`config.mk`:
```
export PLATFORM = sky130hd
export DESIGN_NAME = string_to_unsigned_parser
export DESIGN_NICKNAME = d
export VERILOG_FILES = /design/src/rtl/stup_pkg.sv /design/src/rtl/string_to_unsigned_parser.sv
export SDC_FILE = /design/constraint.sdc
export NUM_CORES = 1
export LEC_CHECK = 0
export BUFFER_PORTS_ARGS = -buffer_cell sky130_fd_sc_hd__buf_2
export CORE_MARGIN = 2
export CORE_UTILIZATION = 60
export DETAILED_ROUTE_END_ITERATION = 8
export GPL_ROUTABILITY_DRIVEN = 0
export PLACE_DENSITY = 0.77
export SETUP_SLACK_MARGIN = 0.5
export SKIP_LAST_GASP = 1
export SLEW_MARGIN = 10
export SYNTH_ARGS = -nofsm -noshare
export SYNTH_HDL_FRONTEND = slang
export SYNTH_SLANG_ARGS = --single-unit
```
`constraint.sdc`:
```
create_clock -name clk -period 18.3 [get_ports clk]
set_input_delay 1.83 -clock clk [delete_from_list [all_inputs] [get_ports clk]]
set_output_delay 1.83 -clock clk [all_outputs]
set_load 0.05 [all_outputs]
```
`src/rtl/stup_pkg.sv`:
```
// ----------------------------------------------------------------------------
// String to unsigned parser package
// Phase and status codes, character constants and the digit decoder.
// ----------------------------------------------------------------------------
package stup_pkg;

  localparam int unsigned MAX_STRING_LEN = 32'd65535;
  localparam int unsigned LIMIT_INT      = (MAX_STRING_LEN < 65535) ? MAX_STRING_LEN : 65535;
  localparam logic [15:0] LIMIT          = 16'(LIMIT_INT);

  localparam logic [5:0] BASE_RESET = 6'd10;
  localparam logic [5:0] BASE_AUTO  = 6'd0;
  localparam logic [5:0] BASE_BAD   = 6'd1;
  localparam logic [5:0] BASE_BIN   = 6'd2;
  localparam logic [5:0] BASE_OCT   = 6'd8;
  localparam logic [5:0] BASE_DEC   = 6'd10;
  localparam logic [5:0] BASE_HEX   = 6'd16;
  localparam logic [5:0] BASE_MAX   = 6'd36;
  localparam logic [5:0] NO_DIGIT   = 6'd36;

  localparam logic [7:0] CH_NUL   = 8'h00;
  localparam logic [7:0] CH_TAB   = 8'h09;
  localparam logic [7:0] CH_CR    = 8'h0D;
  localparam logic [7:0] CH_SPACE = 8'h20;
  localparam logic [7:0] CH_PLUS  = 8'h2B;
  localparam logic [7:0] CH_MINUS = 8'h2D;
  localparam logic [7:0] CH_ZERO  = 8'h30;
  localparam logic [7:0] CH_NINE  = 8'h39;
  localparam logic [7:0] CH_UA    = 8'h41;
  localparam logic [7:0] CH_UB    = 8'h42;
  localparam logic [7:0] CH_UX    = 8'h58;
  localparam logic [7:0] CH_UZ    = 8'h5A;
  localparam logic [7:0] CH_LA    = 8'h61;
  localparam logic [7:0] CH_LB    = 8'h62;
  localparam logic [7:0] CH_LX    = 8'h78;
  localparam logic [7:0] CH_LZ    = 8'h7A;

  typedef enum logic [2:0] {
    PH_SKIP,
    PH_SIGNED,
    PH_ZERO,
    PH_PREFIX,
    PH_DIGITS
  } phase_t;

  typedef enum logic [1:0] {
    ST_OK,
    ST_NO_DIGITS,
    ST_OVERFLOW,
    ST_BAD_BASE
  } status_t;

  function automatic logic [5:0] digit_of(input logic [7:0] c);
    logic [5:0] d;
    d = NO_DIGIT;
    if (c >= CH_ZERO && c <= CH_NINE) d = 6'(c - CH_ZERO);
    else if (c >= CH_LA && c <= CH_LZ) d = 6'(c - CH_LA) + 6'd10;
    else if (c >= CH_UA && c <= CH_UZ) d = 6'(c - CH_UA) + 6'd10;
    return d;
  endfunction

endpackage

```
`src/rtl/string_to_unsigned_parser.sv`:
```
// ----------------------------------------------------------------------------
// String to unsigned parser
// Streaming strtoul-style numeral converter, one character per transfer.
// ----------------------------------------------------------------------------
// Usage:
//   Characters arrive on the in_valid/in_ready channel (ch, first). A
//   character with first high starts a new string and samples base_setting.
//   Results (value, end_offset, status) leave on out_valid/out_ready, at most
//   one per string, on the terminating non-digit, on overflow or on a bad base.
//   cfg_we/cfg_data write base_setting; change it only when idle.
//   A result is valid the cycle after the character that ends the string
//   is transferred. Throughput: one character per cycle while results are
//   taken; the step is one 64x6 multiply-add with overflow check between
//   the input and the result register.
//   A stalled receiver holds the result register; in_ready then stays low
//   until the result is taken (in_ready = !out_valid | out_ready).
//   Reset: base 10, parser waits for a character flagged first, no result.
// ----------------------------------------------------------------------------
module string_to_unsigned_parser (
  input  logic        clk,
  input  logic        rst,
  input  logic        cfg_we,
  input  logic [5:0]  cfg_data,
  input  logic        in_valid,
  output logic        in_ready,
  input  logic [7:0]  ch,
  input  logic        first,
  output logic        out_valid,
  input  logic        out_ready,
  output logic [63:0] value,
  output logic [15:0] end_offset,
  output logic [1:0]  status
);
  import stup_pkg::*;

  logic [5:0]  base_setting;
  phase_t      phase, phase_next;
  logic [63:0] acc, acc_next;
  logic        minus_seen, minus_next;
  logic [5:0]  active_base, base_next;
  logic [15:0] char_position, pos_next;
  logic        finished, finished_next;

  logic        emit;
  logic [63:0] res_value;
  logic [15:0] res_end;
  status_t     res_status;
  logic [7:0]  c;
  logic [5:0]  d;
  logic [5:0]  eff;
  logic        step;
  logic [69:0] prod;
  logic        accept;

  assign in_ready = !out_valid || out_ready;
  assign accept   = in_valid && in_ready;

  always_comb begin
    phase_next    = phase;
    acc_next      = acc;
    minus_next    = minus_seen;
    base_next     = active_base;
    pos_next      = char_position;
    finished_next = finished;
    emit          = 1'b0;
    res_value     = '0;
    res_end       = '0;
    res_status    = ST_OK;
    step          = 1'b0;

    if (first) begin
      phase_next    = PH_SKIP;
      acc_next      = '0;
      minus_next    = 1'b0;
      base_next     = base_setting;
      pos_next      = '0;
      finished_next = 1'b0;
      if (base_setting == BASE_BAD || base_setting > BASE_MAX) begin
        emit          = 1'b1;
        res_status    = ST_BAD_BASE;
        finished_next = 1'b1;
      end
    end

    c   = (pos_next >= LIMIT) ? CH_NUL : ch;
    d   = digit_of(c);
    eff = (base_next == BASE_AUTO) ? BASE_DEC : base_next;

    if (!finished_next) begin
      case (phase_next)
        PH_SKIP, PH_SIGNED: begin
          if (phase_next == PH_SKIP &&
              (c == CH_SPACE || (c >= CH_TAB && c <= CH_CR))) begin
            // whitespace, skip
          end else if (phase_next == PH_SKIP && (c == CH_PLUS || c == CH_MINUS)) begin
            minus_next = (c == CH_MINUS);
            phase_next = PH_SIGNED;
          end else if (c == CH_ZERO && (base_next == BASE_AUTO || base_next == BASE_BIN ||
                                         base_next == BASE_HEX)) begin
            acc_next   = '0;
            phase_next = PH_ZERO;
          end else if (d < eff) begin
            base_next = eff;
            step      = 1'b1;
          end else begin
            emit          = 1'b1;
            res_status    = ST_NO_DIGITS;
            finished_next = 1'b1;
          end
        end
        PH_ZERO: begin
          if ((c == CH_LX || c == CH_UX) &&
              (base_next == BASE_AUTO || base_next == BASE_HEX)) begin
            base_next  = BASE_HEX;
            phase_next = PH_PREFIX;
          end else if ((c == CH_LB || c == CH_UB) &&
                       (base_next == BASE_AUTO || base_next == BASE_BIN)) begin
            base_next  = BASE_BIN;
            phase_next = PH_PREFIX;
          end else begin
            if (base_next == BASE_AUTO) base_next = BASE_OCT;
            step = 1'b1;
          end
        end
        PH_PREFIX: begin
          if (d < base_next) begin
            step = 1'b1;
          end else begin
            // prefix with no digits: the leading zero is the numeral
            emit          = 1'b1;
            res_end       = pos_next - 16'd1;
            finished_next = 1'b1;
          end
        end
        default: begin
          step = 1'b1;
        end
      endcase
    end

    prod = 70'(acc_next) * 70'(base_next) + 70'(d);

    if (step) begin
      if (base_next >= BASE_BIN && d < base_next) begin
        if (|prod[69:64]) begin
          emit          = 1'b1;
          res_status    = ST_OVERFLOW;
          finished_next = 1'b1;
        end else begin
          acc_next   = prod[63:0];
          phase_next = PH_DIGITS;
        end
      end else begin
        emit          = 1'b1;
        res_value     = minus_next ? (64'd0 - acc_next) : acc_next;
        res_end       = pos_next;
        finished_next = 1'b1;
      end
    end

    if (!finished_next && pos_next != 16'hFFFF) pos_next = pos_next + 16'd1;
  end

  always_ff @(posedge clk) begin
    if (rst) begin
      base_setting  <= BASE_RESET;
      phase         <= PH_SKIP;
      acc           <= '0;
      minus_seen    <= 1'b0;
      active_base   <= '0;
      char_position <= '0;
      finished      <= 1'b1;
      out_valid     <= 1'b0;
    end else begin
      if (cfg_we) base_setting <= cfg_data;
      if (accept) begin
        phase         <= phase_next;
        acc           <= acc_next;
        minus_seen    <= minus_next;
        active_base   <= base_next;
        char_position <= pos_next;
        finished      <= finished_next;
      end
      if (accept && emit) out_valid <= 1'b1;
      else if (out_ready) out_valid <= 1'b0;
    end
  end

  always_ff @(posedge clk) begin
    if (accept && emit) begin
      value      <= res_value;
      end_offset <= res_end;
      status     <= res_status;
    end
  end

endmodule

```
* Word-level counts from Yosys, hierarchy flattened *
Index checks and enable logic that the tools add are counted.

cells by class
  $lt $le $gt $ge = 14
  reduce and logical (&&, ||, !) cells = 30
  multipliers = 1
  multiplexer cells = 93
  equality and inequality tests = 15
  add/subtract/negate cells = 9
  bitwise logic cells = 1

operators with widths
  operator                                                           number
  two-way mux 64 bit                                                 10
  two-way mux 16 bit                                                 7
  two-way mux 6 bit                                                  13
  adder 70 x 6 -> 70 bit                                             1
  multiplier 64 x 6 -> 70 bit                                        1
  subtractor 1 x 64 -> 64 bit, first input constant                  1
  two-way mux 1 bit                                                  36
  equality test 8 x 6 -> 1 bit, second input constant                4
  equality test 8 x 7 -> 1 bit, second input constant                4
  two-way mux 3 bit                                                  10
  two-way mux 2 bit                                                  11
  less-than comparator 6 bit                                         3
  adder 16 x 1 -> 16 bit, second input constant                      1
  greater-or-equal comparator 16 bit, second input constant          1
  greater-or-equal comparator 8 x 7 -> 1 bit, second input constant  2
  <= comparator 8 x 7 -> 1 bit, second input constant                2
  != test 16 bit, second input constant                              1
  subtractor 16 x 1 -> 16 bit, second input constant                 1
  logical AND 1 bit                                                  13
  adder 6 x 4 -> 6 bit, second input constant                        2
  one-hot mux 6 bit (2 select lines)                                 1
  subtractor 6 bit, second input constant                            2
  logical OR 1 bit                                                   9
  greater-or-equal comparator 8 x 4 -> 1 bit, second input constant  1
  other kinds (22)                                                   26

storage, ports and cells
  bits of input ports = 20
  logic and storage cells = 174
  register bits after elaboration = 180
  output and inout bits = 84

* Logic depth before layout (Yosys ltp) *
Gate-level depths: netlist of run 1.

  word-level depth = 24
  gate-level depth with buffers = 54
  mapped depth without buffers = 43

* Worst setup path before layout of run 1 *
OpenSTA, ideal clock, no wires.

  path kind = input -> register
  start point = input port first
  end point = register end_offset[0] (enable)
  cell stages on the path = 46
  path buffers = 9
  required time = 17777 ps
  arrival = 16245 ps
  library setup time = 523 ps
  setup slack = 1531 ps
  path through = buf_6 -> clkbuf_1 -> clkbuf_1 -> clkbuf_1 -> clkbuf_1 -> nor2b_1 -> ha_1 -> nand4b_4 -> nor3_1 -> nand2_1 -> clkbuf_1 -> and2_1 -> inv_1 -> ha_1 -> or4b_1 -> a311o_1 -> o2bb2ai_1 -> and2_1 -> (+10 left out) -> and2_1 -> fa_1 -> fa_1 -> fa_1 -> ha_1 -> ha_1 -> clkbuf_1 -> nand4_1 -> or3_1 -> nor4_1 -> or4b_1 -> a21oi_1 -> nor3_1 -> o2111ai_1 -> nor4b_4 -> buf_2 -> o21a_1 -> nor2_1

between the ends
  longest elaborated chain between the ends = 22
  elaborated cells between the ends (all ways) = 99
  those cells by class = 6 x add/sub; 1 x mul; 13 x order compare; 13 x eq/ne; 44 x mux; 22 x reduce/logical

RTL lines
  what                                                       line                              source
  start: declaration                                         string_to_unsigned_parser.sv:27   input logic first,
  two-way mux 16 bit                                         string_to_unsigned_parser.sv:71   if (first) begin
  greater-or-equal comparator 16 bit                         string_to_unsigned_parser.sv:85   c = (pos_next >= LIMIT) ? CH_NUL : ch;
  two-way mux 8 bit                                          string_to_unsigned_parser.sv:85
  subtractor 6 x 1 -> 6 bit, or another cell as far along    stup_pkg.sv:58                    else if (c >= CH_UA && c <= CH_UZ) d = 6'(c - CH_UA) + 6'd10;
  adder 6 x 4 -> 6 bit or logical AND 1 bit (tied branches)  stup_pkg.sv:58
  two-way mux 6 bit                                          stup_pkg.sv:58
  two-way mux 6 bit                                          stup_pkg.sv:57                    else if (c >= CH_LA && c <= CH_LZ) d = 6'(c - CH_LA) + 6'd10;
  two-way mux 6 bit                                          stup_pkg.sv:56                    if (c >= CH_ZERO && c <= CH_NINE) d = 6'(c - CH_ZERO);
  (+6 left out)                                              --
  two-way mux 6 bit                                          string_to_unsigned_parser.sv:89   if (!finished_next) begin
  multiplier 64 x 6 -> 70 bit                                string_to_unsigned_parser.sv:141  prod = 70'(acc_next) * 70'(base_next) + 70'(d);
  adder 70 x 6 -> 70 bit                                     string_to_unsigned_parser.sv:141
  OR reduction 6 bit                                         string_to_unsigned_parser.sv:145  if (|prod[69:64]) begin
  two-way mux 1 bit                                          string_to_unsigned_parser.sv:145
  two-way mux 1 bit                                          string_to_unsigned_parser.sv:144  if (base_next >= BASE_BIN && d < base_next) begin
  two-way mux 1 bit *                                        string_to_unsigned_parser.sv:143  if (step) begin
  logical AND 1 bit *                                        string_to_unsigned_parser.sv:190  if (accept && emit) begin
  end signal: assignment                                     string_to_unsigned_parser.sv:192  end_offset <= res_end;
  end: declaration                                           string_to_unsigned_parser.sv:31   output logic [15:0] end_offset,

Mark *: on every way between the ends. The rest lies on a longest branch, timed or not.
A chain may end at the register's enable or synchronous reset.

* Worst setup path in the final report of run 1 *
  start point = input port first
  end point = register value[25] (enable)

between the ends
  longest elaborated chain between the ends = 22
  elaborated cells between the ends (all ways) = 99
  those cells by class = 6 x add/sub; 1 x mul; 13 x order compare; 13 x eq/ne; 44 x mux; 22 x reduce/logical

RTL lines
  what                                                       line                              source
  two-way mux 16 bit                                         string_to_unsigned_parser.sv:71
  greater-or-equal comparator 16 bit                         string_to_unsigned_parser.sv:85
  two-way mux 8 bit                                          string_to_unsigned_parser.sv:85
  subtractor 6 x 1 -> 6 bit, or another cell as far along    stup_pkg.sv:58
  adder 6 x 4 -> 6 bit or logical AND 1 bit (tied branches)  stup_pkg.sv:58
  two-way mux 6 bit                                          stup_pkg.sv:58
  two-way mux 6 bit                                          stup_pkg.sv:57
  two-way mux 6 bit                                          stup_pkg.sv:56
  (+6 left out)                                              --
  two-way mux 6 bit                                          string_to_unsigned_parser.sv:89
  multiplier 64 x 6 -> 70 bit                                string_to_unsigned_parser.sv:141
  adder 70 x 6 -> 70 bit                                     string_to_unsigned_parser.sv:141
  OR reduction 6 bit                                         string_to_unsigned_parser.sv:145
  two-way mux 1 bit                                          string_to_unsigned_parser.sv:145
  two-way mux 1 bit                                          string_to_unsigned_parser.sv:144
  two-way mux 1 bit *                                        string_to_unsigned_parser.sv:143
  logical AND 1 bit *                                        string_to_unsigned_parser.sv:190
  end signal: assignment                                     string_to_unsigned_parser.sv:191  value <= res_value;
  end: declaration                                           string_to_unsigned_parser.sv:30   output logic [63:0] value,

Marks and branches as above.

==> impl_metrics.env, run 1 <==
export IMPL_rows=72
export IMPL_fp_dieH_um=202.2
export IMPL_timing_hold_violations_final=0
export IMPL_clockRootBuffer="clkbuf_16"
export IMPL_powerDensity_nw_per_um2=42.84
export IMPL_crit_path_end_kind="flip-flop"
export IMPL_power_w=0.001060
export IMPL_layout_min_cycle_time_ns=15.96
export IMPL_reg2reg_depth=39
export IMPL_syn_num_nets=3150
export IMPL_p_leak_nw=11.26
export IMPL_start_util_pct=60.82
export IMPL_postCtsSetupRepairBufs=0
export IMPL_async_reset_ff_share_pct=0
export IMPL_tns_ns=0
export IMPL_cts_hold_buf=0
export IMPL_slowest_stage="nor2_4"
export IMPL_io_buffers=103
export IMPL_ys_warn_count=0
export IMPL_cts_tree="built"
export IMPL_ys_seq_area_share_pct=18.78
export IMPL_holdCritPathClass="reg -> reg"
export IMPL_first_pass_iters=6
export IMPL_rsz0062_at_grt="false"
export IMPL_gr_total_overflow=0
export IMPL_whs_path_depth=2
export IMPL_drc=0
export IMPL_critPathLaunchType="primary input"
export IMPL_syn_area_um2=23560
export IMPL_setup_violations=0
export IMPL_grt_usage_pct=35.00
export IMPL_cp_common_cell="ha_1"
export IMPL_drv_cap=0
export IMPL_viasPerCell=6.643
export IMPL_worst_slew_pin_slew_ns=1.043
export IMPL_status="completed"
export IMPL_nNetsFinal=3087
export IMPL_routedWlPerCell_um=22.04
export IMPL_cp_arrival_ns=16.07
export IMPL_cp_slowest_stage_delay_ns=0.74
export IMPL_cts_sinks=180
export IMPL_crit_type="in -> reg"
export IMPL_grt_pass1_wl_um=113700
export IMPL_fin_skew_ns=0.01974
export IMPL_fp_coreArea_um2=38740
export IMPL_postRouteAntennaNets=0
export IMPL_num_antenna_cells=0
export IMPL_path_clk_slew_ns=0.08
export IMPL_grt_pass1_vias=21106
export IMPL_cts_made_buffers=17
export IMPL_syn_to_final_growth_pct=5.039
export IMPL_synth_cell_types=86
export IMPL_die_area_um2=40870
export IMPL_ios=104
export IMPL_layout_drive_gt1_share_pct=8.173
export IMPL_cts_resized_gates=0
export IMPL_die_w_um=202.2
export IMPL_vdd_drop_max_mv=0.05828
export IMPL_wirelength_um=69930
export IMPL_grt_max_degree=89
export IMPL_maxSlewViolCount=0
export IMPL_avgSynthCellArea_um2=8.710
export IMPL_drtIter0Drc=2224
export IMPL_hpwl_um=51480
export IMPL_crit_fanout=49
export IMPL_cts_max_level=4
export IMPL_worstSkewPairLatency_ns=0.48
export IMPL_antenna_found_initial=1
export IMPL_max_freq_mhz=62.65
export IMPL_ys_flop_type="dfxtp_1"
export IMPL_synth_edf_count=82
export IMPL_clock_path_buffers=2
export IMPL_vias=21077
export IMPL_synth_cells=2705
export IMPL_relSlewSlack_pct=29.49
export IMPL_ys_seq_elements=180
export IMPL_min_period_over_period_pct=87.23
export IMPL_required_ns=18.40
registers in the layout, indices dropped and copies added, names as in the netlist:
signal,count
value,64
finished,1
phase,3
minus_seen,1
base_setting,6
acc,64
char_position,16
end_offset,16
out_valid,1
status,2
active_base,6
final cells by class:
cell class	instances	area [µm²]
clock buffers	20	467.9
clock inverters	12	108.9
fillers	3268	13990
inverters	89	334.1
multi-input cells	2229	18080
flip-flops and latches	180	4424
well taps	518	648.1
repair buffers	125	680.7
where the power goes:
| part | switching (W) | internal [W] |
|---|---|---|
| Sequential | 0.00000844 | 0.000441 |
| Clock | 0.000193 | 0.000191 |
| Combinational | 0.000178 | 0.0000491 |
| Total | 0.000379 | 0.000682 |
routing by layer:
metal	GRT usage [%]	vias to the layer above	share of wire, %
li1	-	9353	-
met2	55.42	1253	46
met1	46.28	10233	39
met4	14.31	0	4.0
met3	8.417	238	11
met5	0	-	0
final timing paths:
| kind | from | to | slack [ns] |
|---|---|---|---|
| worst max-delay path | first | value[25] | 2.34 |
| worst min-delay path | minus_seen | minus_seen | 0.51 |
| worst max register to register | char_position[0] | value[25] | 3.63 |
| worst min register to register | minus_seen | minus_seen | 0.51 |
Yosys cell counts, drive strengths merged (13+ instances only):
master,instances,area [µm²]
o21ai,114,570.6
nor3,50,250.2
fa,252,5045
ha,173,2165
mux2,21,236.5
a31oi,15,93.84
nor2b,29,181.4
or4,15,116.4
or3,14,92.59
edfxtp,82,2462
or2,13,81.33
nor4,20,125.1
and3,39,244.0
o211ai,26,200.2
o2111ai,13,113.9
o31ai,23,186.4
o2bb2ai,63,551.8
a211oi,19,142.6
clkbuf,174,654.4
buf,33,153.9
dfxtp,98,1962
xnor2,43,376.6
and2,271,1695
nand4,41,256.5
nand2,191,719.4
nor2,291,1092
nand2b,17,106.4
o21a,29,217.7
a21oi,168,844.6
xor2,56,490.5
inv,89,334.1
nand3,37,185.2
a21o,27,202.7
o21bai,15,112.6
per-stage QoR:
step           instance area, µm²  hold WS (ns)  util (%)  setup slack (ns)  instances
3_3_place_gp                24170        0.4892     62.40             3.080       3141
6_report                    24750        0.5129     63.89             2.337       3173
3_5_place_dp                24170        0.5081     62.40             2.277       3141
4_1_cts                     24750        0.5196     63.89             2.670       3173
2_1_floorplan               23560        0.4784         -             1.531       2705
5_1_grt                     24750        0.5526     63.89             1.459       3173
placed cells by master (no fill, tap or decap), types with 39 or more instances in the layout:
| cell type | instances |
|---|---|
| and2_1 | 271 |
| o21ai_0 | 112 |
| xor2_1 | 56 |
| nand4_1 | 41 |
| ha_1 | 173 |
| edfxtp_1 | 82 |
| o2bb2ai_1 | 63 |
| nor2_1 | 289 |
| nand2_1 | 190 |
| and3_1 | 39 |
| dfxtp_1 | 98 |
| a21oi_1 | 166 |
| nor3_1 | 50 |
| inv_1 | 89 |
| buf_2 | 103 |
| xnor2_1 | 43 |
| fa_1 | 252 |
cells by family (layout without fill, tap and decap cells):
group                      count (synthesis)  after routing  synth area share [%]
and+or+nand+nor                         1065           1065                 23.38
AOI/OAI and AO/OA                        609            609                 17.29
adders and majority gates                425            425                 30.60
buffers and inverters                    296            246                 4.848
DFF                                      180            180                 18.78
xor gates and xnor gates                  99             99                 3.680
muxes                                     31             31                 1.429
worst max-delay path, delay by kind of cell:
kind | cells | cell delay, ns
AOI/OAI and AO/OA | 10 | 3.66
adders and majority gates | 8 | 3.09
buffers and inverters | 5 | 1.73
and+or+nand+nor | 17 | 5.62
Power figures use the tool's default switching activity.
==> run 2, diff against run 1 <==
Settings changed: CTS_CLUSTER_DIAMETER set to 80, RECOVER_POWER set to 25.
==> impl_metrics.env, run 2 (synthesis results as in run 1) <==
export IMPL_fp_coreArea_um2=38740
export IMPL_multi_input_area_um2=18080
export IMPL_path_clk_slew_ns=0.08
export IMPL_cts_max_level=4
export IMPL_p_leak_nw=11.00
export IMPL_fin_skew_ns=0.02068
export IMPL_postCtsSetupRepairBufs=0
export IMPL_grt_pass1_vias=21106
export IMPL_layout_commonest_cell="nor2_1"
export IMPL_worst_slew_pin_slew_ns=2.350
export IMPL_viasPerCell=6.660
export IMPL_cts_tree="built"
export IMPL_drv_cap=1
export IMPL_drc=0
export IMPL_mostFrequentLayoutCells="nor2_1, and2_1, fa_1"
export IMPL_rsz0062_at_grt="false"
export IMPL_vias=21132
export IMPL_holdCritPathClass="reg -> reg"
export IMPL_crit_fanout=49
export IMPL_hpwl_um=51480
export IMPL_maxSlewViolCount=55
export IMPL_seq_area_um2=4424
export IMPL_syn_to_final_growth_pct=4.609
export IMPL_setup_violations=0
export IMPL_max_freq_mhz=62.76
export IMPL_ios=104
export IMPL_clock_path_buffers=2
export IMPL_crit_type="in -> reg"
export IMPL_required_ns=18.41
export IMPL_grt_usage_pct=35.00
export IMPL_wirelength_um=70160
export IMPL_vdd_drop_max_mv=0.05908
export IMPL_routedWlPerCell_um=22.11
export IMPL_drtIter0Drc=2151
export IMPL_first_pass_iters=8
export IMPL_cts_made_buffers=17
export IMPL_io_buffers=103
export IMPL_cts_sinks=180
export IMPL_cp_arrival_ns=16.04
export IMPL_start_util_pct=60.82
export IMPL_relSlewSlack_pct=-56.66
export IMPL_nNetsFinal=3087
export IMPL_tns_ns=0
export IMPL_powerDensity_nw_per_um2=42.96
export IMPL_antenna_found_initial=1
export IMPL_die_w_um=202.2
export IMPL_layout_min_cycle_time_ns=15.93
export IMPL_pre_cts_ws_ns=2.277
export IMPL_whs_ns=0.5139
export IMPL_die_area_um2=40870
export IMPL_cp_common_cell="ha_1"
export IMPL_postRouteAntennaNets=0
export IMPL_fp_dieH_um=202.2
export IMPL_min_period_over_period_pct=87.07
export IMPL_num_antenna_cells=0
export IMPL_clockRootBuffer="clkbuf_16"
export IMPL_failed_checks="max-capacitance violations, max-slew violations"
export IMPL_worstSkewPairLatency_ns=0.49
export IMPL_cp_slowest_stage_delay_ns=0.73
export IMPL_cts_resized_gates=0
export IMPL_grt_pass1_wl_um=113700
export IMPL_critPathLaunchType="primary input"
export IMPL_grt_max_degree=89
export IMPL_crit_path_end_kind="flip-flop"
export IMPL_status="finished, violations left"
export IMPL_rows=72
export IMPL_cts_hold_buf=0
export IMPL_slowest_stage="nor2_4"
export IMPL_largestRegisters="acc: 64 flops, value: 64 flops"
export IMPL_layout_drive_gt1_share_pct=5.122
export IMPL_gr_total_overflow=0
export IMPL_fillers=3314
export IMPL_timing_hold_violations_final=0
export IMPL_fin_ws_ns=2.365
[run 2: cell count changes in the layout (fill, tap and decap cells not counted), sizes merged]
cell	delta
clkbuf	+81
buf	-81
[run 2: worst max-delay path: cells and delay by family]
| kind | cells | cell delay, ns |
|---|---|---|
| buffers and inverters | 5 | 1.73 |
| and+or+nand+nor | 17 | 5.61 |
| adders and majority gates | 8 | 3.08 |
| AOI/OAI and AO/OA | 10 | 3.67 |
[run 2: path summary, 6_finish.rpt]
check                   startpoint    endpoint  slack [ns]  depth (start not counted)
hold / removal          minus_seen  minus_seen        0.51                          2
setup reg to reg  char_position[0]   value[29]        3.67                         39
setup / recovery             first   value[29]        2.37                         40
hold reg to reg         minus_seen  minus_seen        0.51                          2
[run 2: layout make-up]
type                    count  area share (%)
clock buffers              20           1.899
inverters                  89           1.355
clock inverters            12          0.4416
multi-input cells        2229           73.37
repair buffers            125           2.350
well taps                 518           2.630
flip-flops and latches    180           17.95
[run 2: power by group]
group          leakage [nW]  total (W)  internal, W  switching (W)
Sequential             1.61   0.000450     0.000441     0.00000881
Clock                 0.281   0.000386     0.000191       0.000195
Combinational          9.11   0.000223    0.0000455       0.000178
Total                  11.0    0.00106     0.000678       0.000381
[run 2: layer usage]
metal  vias up  GRT usage, %  wire, µm
li1       9362             -         -
met1     10246         46.28     27410
met2      1273         55.42     31760
met3       251         8.417      8149
met4         0         14.31      2840
met5         -             0         0
[run 2: per-stage QoR]
step           cells  cell area, µm²  total power (W)  util [%]
5_1_grt         3173           24650         0.001085     63.63
6_report        3173           24650         0.001059     63.63
3_3_place_gp    3141           24170        0.0006746     62.40
4_1_cts         3173           24750         0.001057     63.89
2_1_floorplan   2705           23560        0.0006155         -
3_5_place_dp    3141           24170        0.0006796     62.40
